--- src/rtl/core/rbd_pkg.sv ---
// Shared types, constants and helpers for the run-length bitstream decoder.
// No dependencies; imported by every module of the block.
package rbd_pkg;

  localparam int MAX_FIELD_BITS = 32;
  localparam int FIELD_CAP      = (MAX_FIELD_BITS < 32) ? MAX_FIELD_BITS : 32;
  localparam int FIELD_W        = 32;
  localparam int CFG_W          = 6;
  localparam int TAKEN_W        = 6;
  localparam int ADDR_W         = 3;
  localparam int DATA_W         = 32;

  localparam logic REG_COUNT_WIDTH  = 1'b0;
  localparam logic REG_SYMBOL_WIDTH = 1'b1;

  localparam logic [CFG_W-1:0] COUNT_WIDTH_RESET  = CFG_W'(8);
  localparam logic [CFG_W-1:0] SYMBOL_WIDTH_RESET = CFG_W'(8);

  typedef enum logic [2:0] {
    PH_COUNT  = 3'b001,
    PH_LITLEN = 3'b010,
    PH_SYMBOL = 3'b100
  } phase_t;

  typedef struct packed {
    logic in_bit;
    logic final_bit;
  } item_t;

  typedef struct packed {
    logic [FIELD_W-1:0] out_symbol;
    logic [FIELD_W-1:0] run_count;
    logic               last_run;
    logic               truncated;
  } res_t;

  typedef struct packed {
    logic valid;
    res_t data;
  } push_t;

  function automatic logic [TAKEN_W-1:0] eff_width(input logic [CFG_W-1:0] w);
    logic [TAKEN_W-1:0] e;
    e = TAKEN_W'(w);
    if (e == '0) e = TAKEN_W'(1);
    if (e > TAKEN_W'(FIELD_CAP)) e = TAKEN_W'(FIELD_CAP);
    return e;
  endfunction

endpackage

--- src/rtl/core/rbd_field.sv ---
// Field assembler and decode state: one payload bit per accepted beat.
// Depends on rbd_pkg.
module rbd_field
  import rbd_pkg::*;
(
  input  logic             clk,
  input  logic             rst,
  input  logic             accept,
  input  item_t            item,
  input  logic [CFG_W-1:0] count_width,
  input  logic [CFG_W-1:0] symbol_width,
  output push_t            push
);

  phase_t               phase, phase_next, ph;
  logic [TAKEN_W-1:0]   bits_taken, bits_next, taken_inc, need;
  logic [FIELD_W-1:0]   field_shift, shift_next, shift_inc;
  logic [FIELD_W-1:0]   held_count, held_next;
  logic [FIELD_W-1:0]   literals_left, lit_next;
  logic                 done, emit, clean;
  logic [FIELD_W-1:0]   cnt;

  always_comb begin
    case (phase)
      PH_LITLEN: ph = PH_LITLEN;
      PH_SYMBOL: ph = PH_SYMBOL;
      default:   ph = PH_COUNT;
    endcase

    shift_inc = {field_shift[FIELD_W-2:0], item.in_bit};
    taken_inc = bits_taken + TAKEN_W'(1);
    need      = eff_width((ph == PH_SYMBOL) ? symbol_width : count_width);
    done      = (taken_inc >= need);

    phase_next = ph;
    bits_next  = taken_inc;
    shift_next = shift_inc;
    held_next  = held_count;
    lit_next   = literals_left;
    emit       = 1'b0;
    cnt        = '0;

    if (done) begin
      shift_next = '0;
      bits_next  = '0;
      case (ph)
        PH_LITLEN: begin
          if (shift_inc != '0) begin
            lit_next   = shift_inc;
            held_next  = '0;
            phase_next = PH_SYMBOL;
          end else begin
            phase_next = PH_COUNT;
          end
        end
        PH_SYMBOL: begin
          emit = 1'b1;
          if (literals_left != '0) begin
            cnt      = FIELD_W'(1);
            lit_next = literals_left - FIELD_W'(1);
            if (literals_left == FIELD_W'(1)) phase_next = PH_COUNT;
          end else begin
            cnt        = held_count;
            held_next  = '0;
            phase_next = PH_COUNT;
          end
        end
        default: begin
          if (shift_inc != '0) begin
            held_next  = shift_inc;
            lit_next   = '0;
            phase_next = PH_SYMBOL;
          end else begin
            phase_next = PH_LITLEN;
          end
        end
      endcase
    end

    clean = (phase_next == PH_COUNT) && (bits_next == '0);

    push.valid           = accept && (emit || (item.final_bit && !clean));
    push.data.out_symbol = emit ? shift_inc : '0;
    push.data.run_count  = emit ? cnt : '0;
    push.data.last_run   = item.final_bit;
    push.data.truncated  = item.final_bit && !clean;

    if (item.final_bit) begin
      phase_next = PH_COUNT;
      bits_next  = '0;
      shift_next = '0;
      held_next  = '0;
      lit_next   = '0;
    end
  end

  always_ff @(posedge clk) begin
    if (rst) begin
      phase         <= PH_COUNT;
      bits_taken    <= '0;
      field_shift   <= '0;
      held_count    <= '0;
      literals_left <= '0;
    end else if (accept) begin
      phase         <= phase_next;
      bits_taken    <= bits_next;
      field_shift   <= shift_next;
      held_count    <= held_next;
      literals_left <= lit_next;
    end
  end

endmodule

--- src/rtl/core/rbd_outq.sv ---
// Two-entry result register queue between the decoder and the result channel.
// Depends on rbd_pkg.
module rbd_outq
  import rbd_pkg::*;
(
  input  logic  clk,
  input  logic  rst,
  input  push_t push,
  output logic  space,
  output logic  res_valid,
  input  logic  res_ready,
  output res_t  res
);

  logic [1:0] fill;
  res_t       ent0, ent1;
  logic       pop;

  assign pop       = res_valid && res_ready;
  assign res_valid = (fill != 2'd0);
  assign space     = (fill != 2'd2);
  assign res       = ent0;

  always_ff @(posedge clk) begin
    if (rst) begin
      fill <= 2'd0;
    end else begin
      case ({push.valid, pop})
        2'b10:   fill <= fill + 2'd1;
        2'b01:   fill <= fill - 2'd1;
        default: fill <= fill;
      endcase
    end
  end

  always_ff @(posedge clk) begin
    case ({push.valid, pop})
      2'b10: begin
        if (fill == 2'd0) ent0 <= push.data;
        else ent1 <= push.data;
      end
      2'b01: begin
        ent0 <= ent1;
      end
      2'b11: begin
        if (fill == 2'd1) begin
          ent0 <= push.data;
        end else begin
          ent0 <= ent1;
          ent1 <= push.data;
        end
      end
      default: begin
        ent0 <= ent0;
      end
    endcase
  end

endmodule

--- src/rtl/core/rle_bitstream_decoder.sv ---
// Top level of the run-length bitstream decoder: register port, decoder, result queue.
// Depends on rbd_pkg, rbd_field and rbd_outq.
//
// The decoder takes one payload bit per cycle while item_ready is high. A result is
// registered into the result queue and reaches the result channel once no earlier
// result still waits ahead of it. Results pass through a two-entry register queue,
// so item_ready drops only while both entries wait to be taken; with res_ready held
// high the block sustains one bit every cycle.
// Field widths come from the count_width (address 0) and symbol_width (address 4)
// registers; write them only while the block is idle.
module rle_bitstream_decoder
  import rbd_pkg::*;
(
  input  logic              clk,
  input  logic              rst,
  input  logic              item_valid,
  output logic              item_ready,
  input  item_t             item,
  output logic              res_valid,
  input  logic              res_ready,
  output res_t              res,
  input  logic              psel,
  input  logic              penable,
  input  logic              pwrite,
  input  logic [ADDR_W-1:0] paddr,
  input  logic [DATA_W-1:0] pwdata,
  output logic [DATA_W-1:0] prdata,
  output logic              pready
);

  logic [CFG_W-1:0] count_width, symbol_width;
  logic             accept, space, wr;
  push_t            push;

  assign pready     = 1'b1;
  assign wr         = psel && penable && pwrite;
  assign item_ready = space;
  assign accept     = item_valid && item_ready;

  always_ff @(posedge clk) begin
    if (rst) begin
      count_width  <= COUNT_WIDTH_RESET;
      symbol_width <= SYMBOL_WIDTH_RESET;
    end else if (wr) begin
      case (paddr[2])
        REG_COUNT_WIDTH:  count_width  <= pwdata[CFG_W-1:0];
        REG_SYMBOL_WIDTH: symbol_width <= pwdata[CFG_W-1:0];
        default:          count_width  <= count_width;
      endcase
    end
  end

  always_comb begin
    case (paddr[2])
      REG_COUNT_WIDTH:  prdata = DATA_W'(count_width);
      REG_SYMBOL_WIDTH: prdata = DATA_W'(symbol_width);
      default:          prdata = '0;
    endcase
  end

  rbd_field u_field (
    .clk          (clk),
    .rst          (rst),
    .accept       (accept),
    .item         (item),
    .count_width  (count_width),
    .symbol_width (symbol_width),
    .push         (push)
  );

  rbd_outq u_outq (
    .clk       (clk),
    .rst       (rst),
    .push      (push),
    .space     (space),
    .res_valid (res_valid),
    .res_ready (res_ready),
    .res       (res)
  );

endmodule

--- config.mk ---
export PLATFORM = sky130hd
export DESIGN_NAME = rle_bitstream_decoder
export DESIGN_NICKNAME = d
export VERILOG_FILES = /design/src/rtl/core/rbd_pkg.sv /design/src/rtl/core/rbd_field.sv /design/src/rtl/core/rbd_outq.sv /design/src/rtl/core/rle_bitstream_decoder.sv
export SDC_FILE = /design/constraint.sdc
export NUM_CORES = 1
export LEC_CHECK = 0
export BUFFER_PORTS_ARGS = -buffer_cell sky130_fd_sc_hd__buf_2
export CORE_ASPECT_RATIO = 0.6
export CORE_MARGIN = 2
export CORE_UTILIZATION = 40
export DETAILED_ROUTE_END_ITERATION = 8
export RECOVER_POWER = 50
export SYNTH_ARGS = -nofsm -noshare
export SYNTH_HDL_FRONTEND = slang
export SYNTH_SLANG_ARGS = --single-unit
--- constraint.sdc ---
create_clock -name clk -period 7.7 [get_ports clk]
set_clock_uncertainty 0.2 [all_clocks]
set_input_delay 0 -clock clk [delete_from_list [all_inputs] [get_ports clk]]
set_output_delay 0 -clock clk [all_outputs]
set_load 0.05 [all_outputs]
# Word level (Yosys, flattened, before mapping)
# Cells that the tools add are included.
op_classes:
  n_bitwise: 1
  addsub: 4
  eq_ne: 17
  magnitude_cmp: 2
  reduce_logical: 26
  n_mux: 40
op_table:
  columns: ["op", "count"]
  rows:
  - ["$mux 32", 13]
  - ["$mux 66", 4]
  - ["$pmux 66 s3", 1]
  - ["$pmux 32 s2", 3]
  - ["$pmux 66 s2", 1]
  - ["$reduce_bool 32->1", 2]
  - ["$mux 31", 2]
  - ["$eq 32x1->1 const B", 1]
  - ["$sub 32x1->32 const B", 1]
  - ["$mux 6", 5]
  - ["$mux 3", 6]
  - ["$logic_not 6->1", 2]
  - ["$pmux 3 s2", 2]
  - ["$reduce_and 5->1", 2]
  - ["$reduce_bool 2->1", 4]
  - ["$logic_and 1x1->1", 7]
  - ["$add 6x1->6 const B", 1]
  - ["$eq 3x2->1 const B", 2]
  - ["$eq 3x3->1 const B", 2]
  - ["$ge 6x6->1", 1]
  - ["$gt 6x6->1 const B", 1]
  - ["$ne 2x2->1 const B", 3]
  - ["$ne 3x3->1 const B", 2]
  - ["$reduce_and 2->1", 3]
  - ["other kinds (15)", 19]
totals:
  out_inout_bits: 101
  wordCells: 106
  inputBits: 44
  reg_bits: 250

# Logic depth before layout (Yosys ltp)
logic_depth:
  depth_word: 19
  ltp_mapped: 22
  depth_no_buf: 18

# By module
# Synthesis repeated with hierarchy kept, for this count alone.
hier_totals:
  cells_unflattened: 1296
  area_unflattened_um2: 13370.3
modules_own_cells:
  columns: ["mod", "n_inst", "area_each_um2", "cells_each", "seq_area_each_um2"]
  rows:
  - ["rbd_outq", 1, 6439.9, 457, 4003.8]
  - ["rbd_field", 1, 6114.6, 753, 2082.0]
  - ["rle_bitstream_decoder", 1, 815.8, 86, 240.2]

# Worst setup path before layout
# Ideal clock, no wire load.
synth_timing:
  path_type: "flip-flop to flip-flop"
  from: "register u_field.phase[1]"
  to: "register u_outq.ent1[0] (netlist name) (enable)"
  path_buffers: 2
  path_stages_with_launch: 17
  synth_period_minus_slack_ps: 7267
  t_required_ps: 6988
  arrival_time_ps: 6555
  setup_time_ps: 512
  path_slack_ps: 433
  path_cell_list: "dfxtp_1 -> clkbuf_1 -> or3b_1 -> buf_1 -> mux2i_1 -> nor2b_1 -> a21o_1 -> ha_1 -> a21oi_1 -> o21ai_0 -> a21oi_1 -> nor2_1 -> a31oi_1 -> o221a_2 -> ha_1 -> o21ai_0 -> a21oi_1"
synth_via:
  elab_chain_len: 19
  word_cells_on_any_way: 31
  cone_classes: "order compare: 2; eq/ne: 9; mux: 11; reduce/logical: 9"
synth_lines:
  columns: ["element", "line_no", "rtl"]
  rows:
  - ["from (decl)", "rbd_field.sv:15", "phase_t phase, phase_next, ph;"]
  - ["from (signal assigned)", "rbd_field.sv:105", "phase <= phase_next;"]
  - ["$eq 3x3->1 / $eq 3x2->1 (equally long branches)", "rbd_field.sv:24", "case (phase)"]
  - ["$pmux 3 s2 (*)", "rbd_field.sv:24", null]
  - ["$eq 3x3->1", "rbd_field.sv:32, rbd_field.sv:46", null]
  - ["$mux 6", "rbd_field.sv:32", "need = eff_width((ph == PH_SYMBOL) ? symbol_width : count_width);"]
  - ["$logic_not 6->1", "rbd_pkg.sv:45", "if (e == '0) e = TAKEN_W'(1);"]
  - ["$mux 6", "rbd_pkg.sv:45", null]
  - ["$gt 6x6->1", "rbd_pkg.sv:46", "if (e > TAKEN_W'(FIELD_CAP)) e = TAKEN_W'(FIELD_CAP);"]
  - ["$mux 6", "rbd_pkg.sv:46", null]
  - ["(+3 left out)", null, null]
  - ["$logic_and 1x1->1", "rbd_field.sv:80", "clean = (phase_next == PH_COUNT) && (bits_next == '0);"]
  - ["$logic_not 1->1", "rbd_field.sv:82", "push.valid = accept && (emit || (item.final_bit && !clean));"]
  - ["$logic_and 1x1->1", "rbd_field.sv:82", null]
  - ["$logic_or 1x1->1 (*)", "rbd_field.sv:82", null]
  - ["$logic_and 1x1->1 (*)", "rbd_field.sv:82", null]
  - ["$eq 2x2->1", "rbd_outq.sv:37", "case ({push.valid, pop})"]
  - ["$ne 2x2->1 (no line) / $reduce_bool 2->1 (equally long branches)", null, null]
  - ["$reduce_and 3->1 (no line) (*)", null, null]
  - ["to (signal assigned)", "rbd_outq.sv:40", "else ent1 <= push.data;"]
  - ["to (signal assigned)", "rbd_outq.sv:50", "ent1 <= push.data;"]
  - ["to (decl)", "rbd_outq.sv:16", "res_t ent0, ent1;"]
# Mark *: on every way between the ends. The rest lies on a longest branch, timed or not.
# A chain may end at the register's enable or synchronous reset.

# Worst setup path in the final report
layout_timing:
  from: "register u_field.phase[2]"
  to: "register u_outq.ent0 (netlist bit u_outq.res[52]), data pin"
layout_via:
  elab_chain_len: 18
  word_cells_on_any_way: 32
  cone_classes: "order compare: 2; eq/ne: 8; mux: 15; reduce/logical: 7"
layout_lines:
  columns: ["element", "line_no", "rtl"]
  rows:
  - ["$eq 3x3->1 / $eq 3x2->1 (equally long branches)", "rbd_field.sv:24", null]
  - ["$pmux 3 s2 (*)", "rbd_field.sv:24", null]
  - ["$eq 3x3->1", "rbd_field.sv:32, rbd_field.sv:46", null]
  - ["$mux 6", "rbd_field.sv:32", null]
  - ["$logic_not 6->1", "rbd_pkg.sv:45", null]
  - ["$mux 6", "rbd_pkg.sv:45", null]
  - ["$gt 6x6->1", "rbd_pkg.sv:46", null]
  - ["$mux 6", "rbd_pkg.sv:46", null]
  - ["(+2 left out)", null, null]
  - ["$eq 3x1->1 / $logic_not 6->1 (equally long branches)", "rbd_field.sv:80", null]
  - ["$logic_and 1x1->1", "rbd_field.sv:80", null]
  - ["$logic_not 1->1", "rbd_field.sv:82", null]
  - ["$logic_and 1x1->1", "rbd_field.sv:82", null]
  - ["$logic_or 1x1->1", "rbd_field.sv:82", null]
  - ["$logic_and 1x1->1", "rbd_field.sv:82", null]
  - ["$eq 2x2->1 / $eq 2x1->1 (equally long branches)", "rbd_outq.sv:37", null]
  - ["$pmux 66 s3 (*)", "rbd_outq.sv:37", null]
  - ["to (signal assigned)", "rbd_outq.sv:39", "if (fill == 2'd0) ent0 <= push.data;"]
  - ["to (signal assigned)", "rbd_outq.sv:43", "ent0 <= ent1;"]
  - ["to (signal assigned)", "rbd_outq.sv:47", "ent0 <= push.data;"]
  - ["to (decl)", "rbd_outq.sv:16", null]
# Mark *: on every way between the ends. The rest lies on a longest branch, timed or not. The select of a mux whose other input is x is not followed.

==> metrics.md <==
| Metric | Value |
|---|---|
| Status | complete, but fails checks |
| Failing checks | max-capacitance violations, max-slew violations |
| Crit path kind | reg -> reg |
| Post-CTS setup buffer count | 0 |
| Fmax achieved | 164.0 MHz |
| DP HPWL | approximately 18000 um |
| Number of DRC markers in iteration 0 | 698 |
| Layout cells sized above 1 | 8.813% |
| WP data arrival | 6.27 ns |
| Inst Count DP | 1415 |
| Area growth from synthesis to layout | 15.31% |
| Pleak | a little under 5 nW |
| Final antenna-violating net count | 0 |
| Post-synthesis cell area | 11100 um2 |
| Post-synthesis cell type count | a little under 70 |
| CTS resizes | 0 |
| Via count | ~8200 |
| CTS tree | yes |
| Yosys warns | 0 |
| Detailed-router iteration count before antenna repair | 5 |
| TNS Setup | 0 ns |
| Die width | between 200 and 250 um |
| Placed cell areas | 11810 um2 |
| WL per Instance | 19.42 um |
| DR vias/cell | roughly 5.6 |
| Power Density | between 300 and 400 nW/um2 |
| Die Area | between 20000 and 30000 um2 |
| Share of the yosys chip area belonging to registers | 57.00% |
| #FFs+latches synth | 250 |
| Crit-path max FO | 33 |
| Worst-margin pin slew | 2.982 ns |
| CTS max path bufs | 3 |
| Initial antenna violation count | 0 |
| H-tree Lvls | 1 |
| Total track usage | between 10% and 20% |
| Post-synth EDFFs | 132 |
| R2R cell count | 16 |
| Largest net degree at the start of global routing | 101 |
| CP max-delay cell | clkbuf_1 |
| Min-Delay Path Class | in -> reg |
| Diode count | 0 |
| Die Height | 133.0 um |
| Top FF cell, synth | edfxtp_1 |
| Final hold violations | 0 |
| DRC violations left | 0 |
| RSZ-0062 raised after global routing | no |
| CP Launch Type | flop |
| Clock sinks | 250 |
| Final period util | 79.19% |
| GPL Wtd Cong | 0.8604 |
| Routed WL | 28720 um |
| Crit path cell chain | or3b_1 > mux2i_1 > nor2b_1 > a21o_1 > ha_1 > nand2_1 > o21ai_0 > a21oi_1 > nor2_1 > clkbuf_1 > o221a_2 > ha_1 > a21oi_1 > nor2_4 > buf_12 > a22o_1 |
| Max-slew violations | 104 |
| Grt ovf | 0 |
| Synth Area per Inst | 10.90 um2 |
| Slew Limit Headroom | -99.56% |
| Max incr delay on CP | 1.07 ns |
| Clk root buf | clkbuf_16 |
| Final-report setup violation count | 0 |
| Maximum vdd ir drop | 0.3488 mV |
| Final cell count without fillers | 1479 |
| Vias in the first global route | ~7600 |
| Fin util | 46.70% |
| First-pass GRT wire length | 44940 um |
| Post-route cell area | roughly 13000 um2 |
| Hold path depth | 3 |
| Final min period | 6.098 ns |
| Ys async rst share | 0% |
| Initial Utilization | 40.50% |
| Critical Path RT | 7.87 ns |
| Syn Inst Count | just over 1000 |
| Layout net count | 1153 |
| Row count | 47 |
| Inserted Clock Buffers | 24 |
| I/O pin count | 145 |
| Hold-fix buffers, CTS | 20 |
| CP endpoint kind | flop |
| CTS clk-pin slew, worst paths | 0.07 ns |
| PortBufs | 89 |
| Max Cap Viol | 2 |
| Worst-Skew Late Latency | about 0.54 ns |
| Core box area | 27400 um2 |
-- final timing paths --
kind	end	from	slack, ns
max	u_outq.res[52]	u_field.phase[2]	1.60
min	u_field.bits_taken[3]	rst	0.0005
max reg2reg	u_outq.res[52]	u_field.phase[2]	1.60
min reg2reg	u_field.held_count[0]	u_field.held_count[0]	0.30
-- cells in the final DEF, fill, tap and decap left out, types with 15 or more instances in the layout --
cell type,count
a21oi_1,17
a22o_1,64
a22oi_1,38
and3_1,66
clkbuf_1,84
clkbuf_16,27
conb_1,27
dfxtp_1,118
dlygate4sd3_1,20
edfxtp_1,132
ha_1,15
nand2_1,87
nand3b_1,33
nor2_1,95
nor3_1,15
o21ai_0,50
-- stage by stage --
stage               power (mW)  hold slack, ns  worst slack (ns)
global route             4.147         0.04285             1.221
floorplan                2.467         -0.1011            0.4328
finish                   3.991       0.0005111             1.602
detailed placement       2.690         0.05930             2.302
CTS                      4.056         0.01093             2.255
global placement         2.682         0.05037             2.370
-- sequential cells by signal, indices dropped and copies added (netlist names) --
register and cells:
u_field.literals_left 32, u_field.held_count 32, u_field.bits_taken 6, u_field.field_shift 31, u_field.phase 3, symbol_width 6
u_outq.fill 2, count_width 6, u_outq.res 66, u_outq.ent1 66
-- synthesized netlist by cell type (all sizes together) (12+ instances only) --
cell type	number	area, um2
nor2	97	364.1
buf	41	281.5
clkbuf	59	221.5
and3	66	412.9
a221o	14	141.4
dfxtp	118	2362
ha	15	187.7
nand3b	33	247.7
inv	12	45.04
nor4	14	87.58
mux2i	13	130.1
a22oi	38	285.3
edfxtp	132	3964
a22o	64	560.5
a21oi	19	95.09
nor3	20	127.6
xnor2	13	113.9
o21ai	52	267.8
nand2	87	326.6
-- power by group --
group / total (mW) / switching (mW) / internal [mW]
clock: 1.35 / 0.522 / 0.832
combinational: 0.956 / 0.780 / 0.176
sequential: 1.68 / 0.0570 / 1.62
total: 3.99 / 1.36 / 2.63
-- cells by family (layout without fill, tap and decap cells) --
| family | after synthesis | count (layout) | share of synthesized area [%] |
|---|---|---|---|
| buffers and inverters | 112 | 181 | 4.938 |
| other | 2 | 27 | 0.06767 |
| muxes | 19 | 19 | 1.781 |
| AOI/OAI and AO/OA | 228 | 228 | 15.11 |
| and+or+nand+nor | 369 | 369 | 17.60 |
| adders and majority gates | 15 | 15 | 1.691 |
| xor gates and xnor gates | 23 | 23 | 1.815 |
| DFF | 250 | 250 | 57.00 |
-- critical path, delay by kind of cell (launching register included) --
family,cells,cell delay (ns)
simple gates,5,1.50
mux,1,0.45
flops,1,0.43
fa+ha+maj,2,0.57
compound gates,6,1.39
buf+inv,2,1.33
-- metal layers --
layer,GRT usage [%],share of wire (%)
met3,3.701,6.6
met5,0,0
met4,3.716,1.3
met2,26.35,40
met1,32.11,52
-- area by class of cell --
| cell class | instances | area, um2 |
|---|---|---|
| flip-flops and latches | 250 | 6326 |
| well taps | 367 | 459.2 |
| inverters | 12 | 45.04 |
| multi-input cells | 681 | 4372 |
| clock buffers | 34 | 732.0 |
| repair buffers | 125 | 683.2 |
| clock inverters | 10 | 180.2 |
| fillers | 2619 | 14610 |
Note: power is estimated with default switching activity, not from simulation.
